## config.mk

```make
export PLATFORM = sky130hd
export DESIGN_NAME = wsfi_front
export DESIGN_NICKNAME = d
export VERILOG_FILES = /design/src/wsfi_pkg.sv /design/src/wsfi_front.sv
export SDC_FILE = /design/constraint.sdc
export NUM_CORES = 1
export LEC_CHECK = 0
export ABC_AREA = 1
export BUFFER_PORTS_ARGS = -buffer_cell sky130_fd_sc_hd__buf_2
export CAP_MARGIN = 20
export CELL_PAD_IN_SITES_DETAIL_PLACEMENT = 0
export CELL_PAD_IN_SITES_GLOBAL_PLACEMENT = 1
export CORE_AREA = 3 3 235 237
export CTS_BUF_LIST = sky130_fd_sc_hd__clkbuf_4
export DETAILED_ROUTE_END_ITERATION = 8
export DIE_AREA = 0 0 238 240
export GPL_ROUTABILITY_DRIVEN = 0
export GPL_TIMING_DRIVEN = 0
export PLACE_DENSITY = 0.66
export SETUP_SLACK_MARGIN = 0.4
export SLEW_MARGIN = 20
export SYNTH_ARGS = -nofsm -noshare
export SYNTH_HDL_FRONTEND = slang
export SYNTH_SLANG_ARGS = --single-unit
```

## constraint.sdc

```tcl
create_clock -name i_clk -period 14.7 [get_ports i_clk]
set_input_delay 2.94 -clock i_clk [delete_from_list [all_inputs] [get_ports i_clk]]
set_output_delay 2.94 -clock i_clk [all_outputs]
set_load 0.05 [all_outputs]
```

## src/wsfi_pkg.sv

```systemverilog
// ----------------------------------------------------------------------------
// wsfi_pkg - shared types and constants
// Item, result, job, configuration and back-end state types plus fixed-point limits.
// ----------------------------------------------------------------------------
package wsfi_pkg;

    localparam int GRID_DIM_DEF  = 1024;
    localparam int MAX_STEPS_DEF = 1024;
    localparam int QDEPTH        = 2;

    // iterative unit widths
    localparam int SQ_W  = 56;
    localparam int NUM_W = 48;
    localparam int DEN_W = 56;

    localparam logic [7:0]  STEP_RST = 8'd26;
    localparam logic [15:0] EXCL_RST = 16'd256;

    localparam int CFG_IDX_W = 1;
    localparam logic [CFG_IDX_W-1:0] CFG_STEP = 1'b0;
    localparam logic [CFG_IDX_W-1:0] CFG_EXCL = 1'b1;

    localparam logic [62:0]        SUM_CAP     = 63'h4000_0000_0000_0000;
    localparam logic [47:0]        CONTRIB_CAP = 48'h8000_0000_0000;
    localparam logic signed [49:0] FIELD_MAX   = 50'sh0_7FFF_FFFF_FFFF;
    localparam logic signed [49:0] FIELD_MIN   = 50'sh3_8000_0000_0000;

    typedef struct packed {
        logic [9:0]         point_x;
        logic [9:0]         point_y;
        logic signed [23:0] start_x;
        logic signed [23:0] start_y;
        logic signed [23:0] end_x;
        logic signed [23:0] end_y;
        logic signed [31:0] current;
        logic signed [47:0] prior_field;
        logic               restart;
    } t_item;

    typedef struct packed {
        logic signed [47:0] field_value;
        logic signed [47:0] peak_value;
        logic               step_overflow;
    } t_result;

    typedef struct packed {
        logic [7:0]  step_length;
        logic [15:0] exclusion_radius;
    } t_cfg;

    // classified item handed from front to back
    typedef struct packed {
        logic [17:0]        px_q;
        logic [17:0]        py_q;
        logic signed [23:0] x0;
        logic signed [23:0] y0;
        logic signed [24:0] dx;
        logic signed [24:0] dy;
        logic signed [31:0] cur;
        logic signed [47:0] prior;
        logic               restart;
    } t_job;

    typedef enum logic [4:0] {
        S_IDLE, S_LMX, S_LMY, S_LSQ, S_LSQW, S_DXD, S_DXW, S_DYD, S_DYW,
        S_SAMP, S_WX, S_FU, S_WY, S_FV, S_RR1, S_RR2, S_RSQ, S_RSQW,
        S_CR1, S_CR2, S_SND, S_SNW, S_TM, S_TMD, S_TMW, S_CM, S_FLD
    } t_bstate;

endpackage

```

## src/wsfi_front.sv

```systemverilog
// ----------------------------------------------------------------------------
// wsfi_front - item intake and job queue
// Clamps the point, forms segment deltas and queues the job for the back end.
// ----------------------------------------------------------------------------
module wsfi_front #(
    parameter int GRID_DIM = wsfi_pkg::GRID_DIM_DEF
) (
    input  logic            i_clk,
    input  logic            i_rst_n,
    input  logic            i_push,
    input  wsfi_pkg::t_item i_item,
    output logic            o_full,
    input  logic            i_pop,
    output logic            o_valid,
    output wsfi_pkg::t_job  o_job
);
    localparam int DEPTH = wsfi_pkg::QDEPTH;
    localparam int PW    = (DEPTH > 1) ? $clog2(DEPTH) : 1;
    localparam int CW    = $clog2(DEPTH + 1);
    localparam logic [9:0] PMAX = 10'(GRID_DIM - 1);

    wsfi_pkg::t_job r_q [DEPTH];
    wsfi_pkg::t_job job;
    logic [PW-1:0]  r_wp, r_rp;
    logic [CW-1:0]  r_cnt;
    logic [9:0]     px, py;
    logic           do_pop;

    always_comb begin
        px = (32'(i_item.point_x) > GRID_DIM - 1) ? PMAX : i_item.point_x;
        py = (32'(i_item.point_y) > GRID_DIM - 1) ? PMAX : i_item.point_y;
        job.px_q    = {px, 8'b0};
        job.py_q    = {py, 8'b0};
        job.x0      = i_item.start_x;
        job.y0      = i_item.start_y;
        job.dx      = 25'(i_item.end_x) - 25'(i_item.start_x);
        job.dy      = 25'(i_item.end_y) - 25'(i_item.start_y);
        job.cur     = i_item.current;
        job.prior   = i_item.prior_field;
        job.restart = i_item.restart;
    end

    assign do_pop = i_pop && (r_cnt != '0);

    always_ff @(posedge i_clk) begin
        if (!i_rst_n) begin
            r_wp  <= '0;
            r_rp  <= '0;
            r_cnt <= '0;
        end else begin
            if (i_push)
                r_wp <= (32'(r_wp) == DEPTH - 1) ? '0 : r_wp + PW'(1);
            if (do_pop)
                r_rp <= (32'(r_rp) == DEPTH - 1) ? '0 : r_rp + PW'(1);
            if (i_push && !do_pop)
                r_cnt <= r_cnt + CW'(1);
            else if (!i_push && do_pop)
                r_cnt <= r_cnt - CW'(1);
        end
    end

    always_ff @(posedge i_clk) begin
        if (i_push)
            r_q[r_wp] <= job;
    end

    assign o_full  = (r_cnt == CW'(DEPTH));
    assign o_valid = (r_cnt != '0);
    assign o_job   = r_q[r_rp];

endmodule

```

* Word-level counts from Yosys, hierarchy flattened
Memories as Yosys holds them, arrays and structs flattened. A register that Yosys moved wholly into a read port is not among the register bits. Cells that the tools add are included.
Storage, ports and cells: register bits after elaboration 4, bits in writable memories 398, word-level logic and storage cells 26, memories kept 1
Operators by class: $add $sub $neg 6, equality and inequality tests 1, mux-type cells 8, reductions and logical operators 7
Memories:
- r_q | depth 2, bits a word 199, rd ports 1, clocked after Yosys merged registers in 1, wr ports 1, line wsfi_front.sv:22 | wsfi_pkg::t_job r_q [DEPTH];
Operators by type and width (number):
- 24-bit by 24-bit subtractor with 25-bit output | 2
- 1-bit two-way mux | 6
- 2-bit two-way mux | 2
- 2-bit nonzero test | 2
- 1-bit logical AND | 3
- 1-bit adder (second input constant) | 2
- 2-bit by 1-bit adder with 2-bit output (second input constant) | 1
- 2-bit == test (second input constant) | 1
- 1-bit zero test | 2
- 2-bit by 1-bit subtractor with 2-bit output (second input constant) | 1

* Longest topological paths before layout
Gate-level depths: netlist of run 1.
word-level depth 5, mapped depth 12

* Least setup slack after synthesis of run 1
Ideal clock, no wire load.
path kind in2reg, start input i_push, end memory r_q[0][0] (netlist name), enable pin, setup time 0.767 ns, data arrival time 11.296 ns, setup slack 2.637 ns, stages 2, cells stage by stage inv_1 nor2_1
On the way: word-level cells in the longest chain between the ends 2
Ends and longest elaborated chain:
- start: declaration | line wsfi_front.sv:10 | input logic i_push,
- 1-bit two-way mux | line wsfi_front.sv:63 | if (i_push)
- 1-bit two-way mux (not written as such) | line wsfi_front.sv:64 | r_q[r_wp] <= job;
- end: declaration | line wsfi_front.sv:22
Every way passes these cells.

==> results of run 1 <==
[area by class of cell]
type	count	area [um^2]
Antenna cell	3	7.51
Inverter	233	882
Tap cell	696	871
Clock inverter	26	150
Timing Repair Buffer	413	2310
Sequential cell	403	12100
Clock buffer	153	1150
Buffer	38	304
Fill cell	5154	30400
Multi-Input combinational cell	812	5370
[sequential cells by signal (all words and copies together), names as in the netlist, named ones only]
signal and flops:
r_cnt 2, r_q 398, r_rp 1, r_wp 1
[worst min path at each step]
| stage | slack (ns) | from | depth (start not counted) | end |
|---|---|---|---|---|
| finish | 0.50 | r_rp | 2 | flip-flop |
| global placement | 0.48 | r_cnt[1] | 2 | r_cnt[1] |
| CTS | 0.51 | r_rp | 2 | flip-flop |
| global route | 0.53 | r_rp | 2 | flip-flop |
| detailed placement | 0.49 | r_rp | 2 | flip-flop |
| floorplan | 0.46 | r_cnt[1] | 2 | r_cnt[1] |
[cells by family (layout without fill, tap and decap cells)]
kind of cell / Yosys count / after routing / share of synthesized area [%]
DFF: 403 / 403 / 65.0
AOI/OAI and AO/OA: 32 / 32 / 0.864
xor gates and xnor gates: 27 / 27 / 1.28
adders and majority gates: 51 / 51 / 3.52
muxes: 199 / 199 / 12.1
other: 1 / 19 / 0.0202
buffers and inverters: 271 / 863 / 6.36
and+or+nand+nor: 487 / 487 / 10.8
[cells in the final DEF (no fill, tap or decap), types with 3 or more instances in the layout]
master,count
nor2_4,3
diode_2,3
inv_8,3
edfxtp_1,398
nor3_1,5
clkinv_2,4
nand3_1,40
clkinv_1,15
xor2_1,25
dfxtp_1,5
buf_4,18
inv_1,232
buf_12,3
nand2_2,8
o21ai_0,3
nand4_1,12
ha_1,49
nand2_1,347
mux2_2,199
buf_16,9
nand3b_1,4
nor2_2,14
buf_6,11
buf_2,410
conb_1,16
a21oi_1,29
clkbuf_4,153
nor2_1,50
[metrics by stage]
stage	power, mW	cell area (um^2)	setup TNS, ns
3_5_place_dp	2.30	21800	0
4_1_cts	3.25	23100	0
2_1_floorplan	2.06	18600	0
5_1_grt	3.37	23100	0
3_3_place_gp	2.30	21500	-599.02
6_report	3.19	23100	0
[cell usage after synthesis, types with 3 or more instances]
cell      count
nor2_2       14
dfxtp_1       5
mux2_2      199
a21oi_1      29
ha_1         49
nand4_1      12
buf_2         9
xor2_1       25
nand3b_1      4
inv_1       233
nor3_1        5
o21ai_0       3
buf_6        11
buf_4        18
nor2_1       51
nand3_1      40
edfxtp_1    398
nand2_1     347
nand2_2       8
[where the power goes]
part           switching, mW  internal, mW  total [mW]  leakage, nW
sequential            0.0144          1.36        1.37         3.78
combinational          0.631         0.258       0.889         5.56
clock                  0.452         0.480       0.933        0.779
[critical path: cells and delay by family, from the launching register on]
family	cells	cell delay (ns)
buffers and inverters	4	1.04
muxes	1	0.39
DFF	1	0.30
[per-layer routing]
layer	routed length [um]	up-vias	track usage, %
li1	-	6099	-
met1	19400	5767	19.0
met2	23600	390	28.7
met3	4150	88	6.07
met4	1140	18	6.19
met5	130	-	0
==> metrics.md, run 1 <==
| Metric | Value |
|---|---|
| Final hold violations | `0` |
| F_max | `roughly 180 MHz` |
| CTS tree | `yes` |
| First-pass GRT wire length | `72300 um` |
| Number of flops mapped to enable cells by yosys | `398` |
| Clock sinks | `around 400` |
| Vias | `12362` |
| CP Data Required Time | `11.76 ns` |
| Synth top area cells | `edfxtp_1 64%, mux2_2 12%, nand2_1 7.0%` |
| Seq/Total Area, Yosys | `between 60% and 70%` |
| Place WS | `9.79 ns` |
| Post-synth top area share | `64.5%` |
| Vias in the first global route | `12720` |
| Clock tree buffer depth | `3` |
| CP Data Arrival Time | `approximately 2.6 ns` |
| Core Area | `around 0.053 mm^2` |
| Number of synthesized register bits | `403` |
| Post-cts sizing count | `0` |
| # DRC | `0` |
| Worst path cell trace | `buf_2, buf_4, buf_6, mux2_2, buf_2` |
| Final HPWL DP | `37000 um` |
| RSZ-0062 raised after global routing | `false` |
| Non-filler cells in the finished layout | `2777` |
| Post-Route Utilization | `43.2%` |
| Fraction of layout cells with a size suffix above 1 | `~40%` |
| Drt initial violations | `approximately 530` |
| Post-route ant nets | `0` |
| Final Skew | `0.0390 ns` |
| Final setup viols | `0` |
| Clk slew on worst S/H paths | `around 0.06 ns` |
| NumNets Final | `2258` |
| Port bufs | `401` |
| Syn Std Cell Area | `0.0185 mm^2` |
| WL/cell | `between 15 and 20 um` |
| Static Leakage | `10.1 nW` |
| Initial Util | `34.6%` |
| First-pass detailed-route iteration total | `5` |
| Post-synth top area cell | `edfxtp_1` |
| Root Buffer | `clkbuf_4` |
| Maxcap violations | `0` |
| Die W | `238 um` |
| Commonest register cell after synthesis | `edfxtp_1` |
| Post-Place Cells | `approximately 2600` |
| Crit. End Element | `output port` |
| Critical-path top delay cell | `mux2_2` |
| Largest net degree at the start of global routing | `89` |
| Setup Buffers After CTS | `0` |
| Die area | `0.0571 mm^2` |
| CTS buffer count | `105` |
| Min Hold Slack | `0.502 ns` |
| Die height | `240 um` |
| Tcrit/Tclk final | `37.3%` |
| Slew margin rel. | `58.4%` |
| Final WL | `48500 um` |
| Post-Syn Area per Cell | `between 10 and 15 um^2` |
| Netlist cell types | `25` |
| Initial antenna violation count | `12` |
| Vias/cell | `around 4.5` |
| Peak supply drop | `0.0752 mV` |
| CP most frequent cell | `buf_2` |
| Slowest stage delay, CP | `0.39 ns` |
| Async SR Flop Fraction | `0%` |
| R2R Setup Slk | `12.69 ns` |
| Worst r2r src | `r_wp` |
| Hold WC Path Type | `flip-flop to flip-flop` |
| Placement row count | `85` |
| Worst Path Max Fanout | `10` |
| CP startpoint kind | `flip-flop` |
| I/O pin cnt | `approximately 420` |
| Post-route minimum period | `approximately 5.5 ns` |
| Worst reg2reg path depth | `5` |
| PD cells | `138 mW/mm^2` |
| Post-synthesis cell count | `1471` |
| Clock latency on the worst-skew pair | `0.79 ns` |
| Area Growth Syn to Fin | `24.6%` |
| Total Routing Usage GR | `between 10% and 20%` |
| Synthesis Warnings | `0` |
| CP endpoint | `o_job[128]` |
| Grt ovf | `0` |
| Outcome | `finished, final reports clean` |
| Critical path type | `flip-flop to output port` |
| # hold bufs at CTS | `0` |
| FF-to-FF End | `r_q[0][124]` |
| Final Max Slew Viols | `0` |
| Worst slew pin tran | `0.622 ns` |
| Setup slack after layout | `9.21 ns` |
| Htree depth | `3` |
(Power assumes the default switching activity.)
==> inputs of run 2 (changes only) <==
ABC_AREA = 0   (was 1)
CORE_AREA = 3 3 227 229   (was 3 3 235 237)
DIE_AREA = 0 0 230 232   (was 0 0 238 240)
PLACE_DENSITY = 0.68   (was 0.66)
clock period = 4.6 ns   (was 14.7 ns; I/O delays follow)
==> metrics.md, run 2 <==
| Metric | Value |
|---|---|
| Critical-path top delay cell | `mux2_2` |
| Fraction of layout cells with a size suffix above 1 | `49.3%` |
| Slew margin rel. | `about 43%` |
| Final Skew | `approximately 0.053 ns` |
| Layout fillers | `4695` |
| Worst path cell trace | `clkbuf_2, clkbuf_2, buf_2, mux2_2, buf_2` |
| # DRC | `0` |
| Largest register FFs | `398` |
| Outcome | `finished, final reports clean` |
| Static Leakage | `8.70 nW` |
| Netlist cell types | `59` |
| Worst reg2reg path depth | `5` |
| CP Data Arrival Time | `2.87 ns` |
| Multi-input logic area | `0.00483 mm^2` |
| Synth top area cells | `edfxtp_1 69%, mux2_2 13%, ha_1 3.5%` |
| Vias in the first global route | `11137` |
| Vias/cell | `4.60` |
| Area Growth Syn to Fin | `26.6%` |
| Async SR Flop Fraction | `0%` |
| Final HPWL DP | `31700 um` |
| Top reg by flops | `r_q` |
| Final hold violations | `0` |
| CTS buffer count | `approximately 110` |
| Clock tree buffer depth | `3` |
| Grt ovf | `0` |
| Post-Route Utilization | `between 40% and 50%` |
| Most common cell after layout, fill and taps aside | `buf_2` |
| Maxcap violations | `0` |
| First-pass GRT wire length | `63900 um` |
| Post-Syn Area per Cell | `16.4 um^2` |
| Core Area | `0.0499 mm^2` |
| Die W | `~230 um` |
| Crit. End Element | `output port` |
| Area taken by flip-flops and latches | `0.0121 mm^2` |
| Post-route cell area | `0.0219 mm^2` |
| Worst slew pin tran | `just over 0.8 ns` |
| Final WL | `42800 um` |
| Number of synthesized register bits | `403` |
| Sw power | `4.50 mW` |
| Clock latency on the worst-skew pair | `0.85 ns` |
| Most common cell in the netlist | `edfxtp_1` |
| CP Data Required Time | `3.68 ns` |
| Placed Instance Area | `just over 0.02 mm^2` |
| Commonest register cell after synthesis | `edfxtp_1` |
| Post-synthesis cell count | `1053` |
| Critical path type | `flip-flop to output port` |
| Port bufs | `401` |
| Commonest non-fill, non-tap cells in the layout | `403 x buf_2, 398 x edfxtp_1, 199 x mux2_2` |
| Syn Std Cell Area | `around 0.017 mm^2` |
| Initial Util | `between 30% and 40%` |
| Post-synth top area cell | `edfxtp_1` |
| Top flop regs | `r_q (398), r_cnt (2)` |
| Post-synth top area share | `69.1%` |
| Post-route minimum period | `approximately 3.8 ns` |
| PD cells | `535 mW/mm^2` |
| First-pass detailed-route iteration total | `4` |
| P_int | `around 7.2 mW` |
| Final Max Slew Viols | `0` |
| Final setup viols | `0` |
| Slowest stage delay, CP | `approximately 0.41 ns` |
| Die area | `0.0534 mm^2` |
| F_max | `264 MHz` |
| Largest net degree at the start of global routing | `between 50 and 60` |
| Gate power share | `36.3%` |
| Total Routing Usage GR | `15.7%` |
| FF-to-FF End | `r_q[0][103]` |
| Seq/Total Area, Yosys | `between 60% and 70%` |
| CP startpoint kind | `flip-flop` |
| Reg power frac | `37.5%` |
| RSZ-0062 raised after global routing | `false` |
| Number of flops mapped to enable cells by yosys | `398` |
| Hold WC Path Type | `primary input to flip-flop` |
| Post-route ant nets | `0` |
| Initial antenna violation count | `10` |
| Clock power frac | `a little over a quarter` |
| R2R Setup Slk | `between 2 and 3 ns` |
| Clock sinks | `around 400` |
| CP endpoint | `o_job[133]` |
| Drt initial violations | `418` |
| Worst Path Max Fanout | `10` |
| Synthesis Warnings | `0` |
| Vias | `around 11000` |
| Tcrit/Tclk final | `slightly above 80%` |
| Placement row count | `82` |
| Die height | `232 um` |
| I/O pin cnt | `418` |
| Htree depth | `3` |
| Peak supply drop | `0.372 mV` |
| Clk slew on worst S/H paths | `0.06 ns` |
| Root Buffer | `clkbuf_4` |
| NumNets Final | `1843` |
| WL/cell | `about 18 um` |
| TNS Setup | `0 ns` |
| Min Hold Slack | `0.259 ns` |
| Switching Share | `38.4%` |
| # hold bufs at CTS | `0` |
| Worst r2r src | `r_wp` |
| CTS tree | `yes` |
| Top cells by count, synth | `398 x edfxtp_1, 199 x mux2_2, 68 x inv_1` |
-- run 2: cell count changes after synthesis, moves of 12 or more --
cell / previous run / this run
nand3_1: 40 / 6
xor2_1: 25 / 13
inv_1: 233 / 68
clkbuf_1: 0 / 28
nor2_2: 14 / 0
a21oi_1: 29 / 42
nor2_1: 51 / 17
xnor2_1: 2 / 29
nand2_1: 347 / 27
o21ai_0: 3 / 24
a21o_1: 0 / 12
nor2b_1: 0 / 13
o21a_1: 0 / 13
-- run 2: power by group through the flow --
| stage | sequential [mW] | clock, mW | combinational (mW) |
|---|---|---|---|
| floorplan | 4.47 | 0 | 3.24 |
| global placement | 4.49 | 0 | 4.26 |
| detailed placement | 4.47 | 0 | 4.31 |
| CTS | 4.39 | 3.22 | 4.34 |
| global route | 4.41 | 3.43 | 4.51 |
| finish | 4.39 | 3.08 | 4.26 |
-- run 2: worst min path at each step --
stage / start / endpoint / slack, ns / depth (start not counted)
after floorplan: r_cnt[1] / r_cnt[1] / 0.47 / 2
after global placement: r_cnt[1] / r_cnt[1] / 0.48 / 2
after detailed placement: r_cnt[1] / r_cnt[1] / 0.54 / 2
after CTS: i_item[45] / r_q[1][45] / 0.09 / 1
after global routing: i_item[45] / r_q[1][45] / 0.09 / 1
final: i_item[71] / r_q[1][71] / 0.26 / 1
-- run 2: through the flow --
step | setup slack, ns | power [mW] | std cells
finish | 0.811 | 11.7 | 2348
CTS | 0.400 | 12.0 | 2342
global placement | -1.74 | 8.75 | 2141
floorplan | 0.255 | 7.71 | 1068
global route | 0.405 | 12.3 | 2348
detailed placement | 0.398 | 8.78 | 2154
-- run 2: worst max-delay path, delay by kind of cell, from the launching register on --
family,cells,cell delay [ns]
buffers and inverters,4,1.29
muxes,1,0.41
DFF,1,0.30
-- run 2: metal layers --
metal / track usage, % / part of all wire, %
met5: 0 / 0.15
met4: 5.16 / 2.2
met3: 7.34 / 9.9
met2: 26.0 / 48
met1: 18.2 / 39
-- run 2: cell type report --
type | count | area share, %
Multi-Input combinational cell | 551 | 22.0
Sequential cell | 403 | 55.0
Inverter | 68 | 1.16
Antenna cell | 6 | 0.0685
Clock buffer | 161 | 5.52
Tap cell | 672 | 3.84
Buffer | 46 | 1.16
Timing Repair Buffer | 414 | 10.5
Clock inverter | 27 | 0.697
-- run 2: logic make-up after synthesis --
family / synth area share (%)
DFF: 69.6
muxes: 13.0
AOI/OAI and AO/OA: 5.81
buffers and inverters: 2.83
and+or+nand+nor: 2.84
adders and majority gates: 3.77
xor gates and xnor gates: 2.13
other: 0.0217
-- run 2: timing repair --
item / CTS / global route
endpoints found under the setup margin: 113 / 7
pin swaps: 0 / 0
resized for setup: 14 / 3
setup buffers: 0 / 0
==> inputs of run 3 (changes only) <==
PLACE_DENSITY = 0.65   (was 0.68)
clock period = 3.6 ns   (was 4.6 ns; I/O delays follow)
==> metrics.md, run 3 (synthesis results as in run 2) <==
| Metric | Value |
|---|---|
| TNS Setup | `0 ns` |
| Static Leakage | `9.23 nW` |
| WL/cell | `18.2 um` |
| Vias/cell | `between 4 and 5` |
| Final WL | `44600 um` |
| First-pass detailed-route iteration total | `4` |
| Largest net degree at the start of global routing | `50` |
| CP Data Required Time | `4.11 ns` |
| RSZ-0062 raised after global routing | `true` |
| Clk slew on worst S/H paths | `0.06 ns` |
| Slew margin rel. | `34.2%` |
| Port bufs | `roughly 400` |
| Place WS | `-0.458 ns` |
| Top flop regs | `r_q (398), r_cnt (2)` |
| Post-Place Cells | `2156` |
| Crit. End Element | `flip-flop` |
| Core Area | `0.0499 mm^2` |
| Initial antenna violation count | `11` |
| Final Max Slew Viols | `0` |
| Worst Path Max Fanout | `4` |
| Grt ovf | `0` |
| # DRC | `0` |
| Post-route ant nets | `0` |
| Total Routing Usage GR | `between 10% and 20%` |
| Critical path type | `primary input to flip-flop` |
| Final HPWL DP | `32000 um` |
| Final setup viols | `0` |
| Final Skew | `around 0.03 ns` |
| Clock sinks | `403` |
| Clock latency on the worst-skew pair | `0.80 ns` |
| Drt initial violations | `492` |
| Post-route minimum period | `3.15 ns` |
| Non-filler cells in the finished layout | `2449` |
| Maxcap violations | `0` |
| CTS tree | `yes` |
| CTS buffer count | `107` |
| Peak supply drop | `about 0.42 mV` |
| Die W | `230 um` |
| Setup slack after layout | `0.446 ns` |
| Vias in the first global route | `11778` |
| Clock tree buffer depth | `3` |
| Placed Instance Area | `0.0206 mm^2` |
| Root Buffer | `clkbuf_4` |
| First-pass GRT wire length | `about 67000 um` |
| CP startpoint kind | `primary input` |
| Initial Util | `between 30% and 40%` |
| CP Data Arrival Time | `roughly 3.7 ns` |
| Worst slew pin tran | `0.962 ns` |
| NumNets Final | `1946` |
| Post-Route Utilization | `a little under half` |
| Worst r2r src | `r_wp` |
| I/O pin cnt | `418` |
| Most common cell after layout, fill and taps aside | `edfxtp_1` |
| F_max | `317 MHz` |
| Die area | `0.0534 mm^2` |
| Htree depth | `3` |
| Largest register FFs | `just under 400` |
| CP Launch Point | `i_item[129]` |
| Hold Crit Start | `i_item[53]` |
| Area Growth Syn to Fin | `34.1%` |
| Commonest non-fill, non-tap cells in the layout | `398 x edfxtp_1, 395 x buf_2, 199 x mux2_2` |
| Outcome | `finished, final reports clean` |
| PD cells | `around 660 mW/mm^2` |
| Post-route cell area | `0.0232 mm^2` |
| Final hold violations | `0` |
| Fraction of layout cells with a size suffix above 1 | `46.8%` |
| Placement row count | `82` |
| Hold WC Path Type | `primary input to flip-flop` |
| Tcrit/Tclk final | `87.6%` |
| Vias | `11152` |
| Die height | `232 um` |
| Top reg by flops | `r_q` |
## run 3: worst paths after layout
path / to / slack (ns) / depth (start not counted)
max: r_q[0][105] / 0.45 / 11
min: r_q[1][53] / 0.14 / 1
max reg2reg: r_q[0][102] / 1.64 / 5
min reg2reg: r_cnt[1] / 0.54 / 2
## run 3: timing repair
action	4_1_cts	5_1_grt
endpoints found under the hold margin	192	2
hold buffers	99	1
gates cloned	0	1
setup endpoints to repair	199	79
buffers inserted	0	0
gates resized for setup	57	4
## run 3: cell type report
type                            count  area (um^2)
Timing Repair Buffer              517         3440
Tap cell                          672          841
Clock buffer                      150         1130
Fill cell                        4605        26700
Sequential cell                   403        12100
Clock inverter                     36          235
Inverter                           68          255
Buffer                             46          420
Multi-Input combinational cell    551         4830
Antenna cell                        6         15.0
## run 3: power by group
group	internal (mW)	total, mW	switching [mW]
clock network	2.13	3.97	1.84
registers	5.54	5.61	0.0695
logic	1.84	5.76	3.91
## run 3: critical path, stage by stage
cell and delay [ns]:
dlygate4sd3_1 0.55, buf_2 0.14, ha_1 0.22, fa_1 0.41, nor2b_1 0.14, o21a_1 0.17, a311o_2 0.26, a2111oi_4 0.10
o21ai_2 0.33, a21oi_1 0.22, o32a_1 0.40
## run 3: stage by stage
| step | power (mW) | hold WS, ns |
|---|---|---|
| 2_1_floorplan | 9.85 | 0.468 |
| 3_3_place_gp | 11.2 | 0.479 |
| 3_5_place_dp | 11.2 | 0.535 |
| 4_1_cts | 15.6 | 0.000970 |
| 5_1_grt | 16.1 | 0.00685 |
| 6_report | 15.3 | 0.139 |
## run 3: per-layer routing
layer	track usage (%)	wire length (um)
met5	0	77
met4	5.96	848
met3	6.60	4280
met2	26.9	21200
met1	19.3	18200
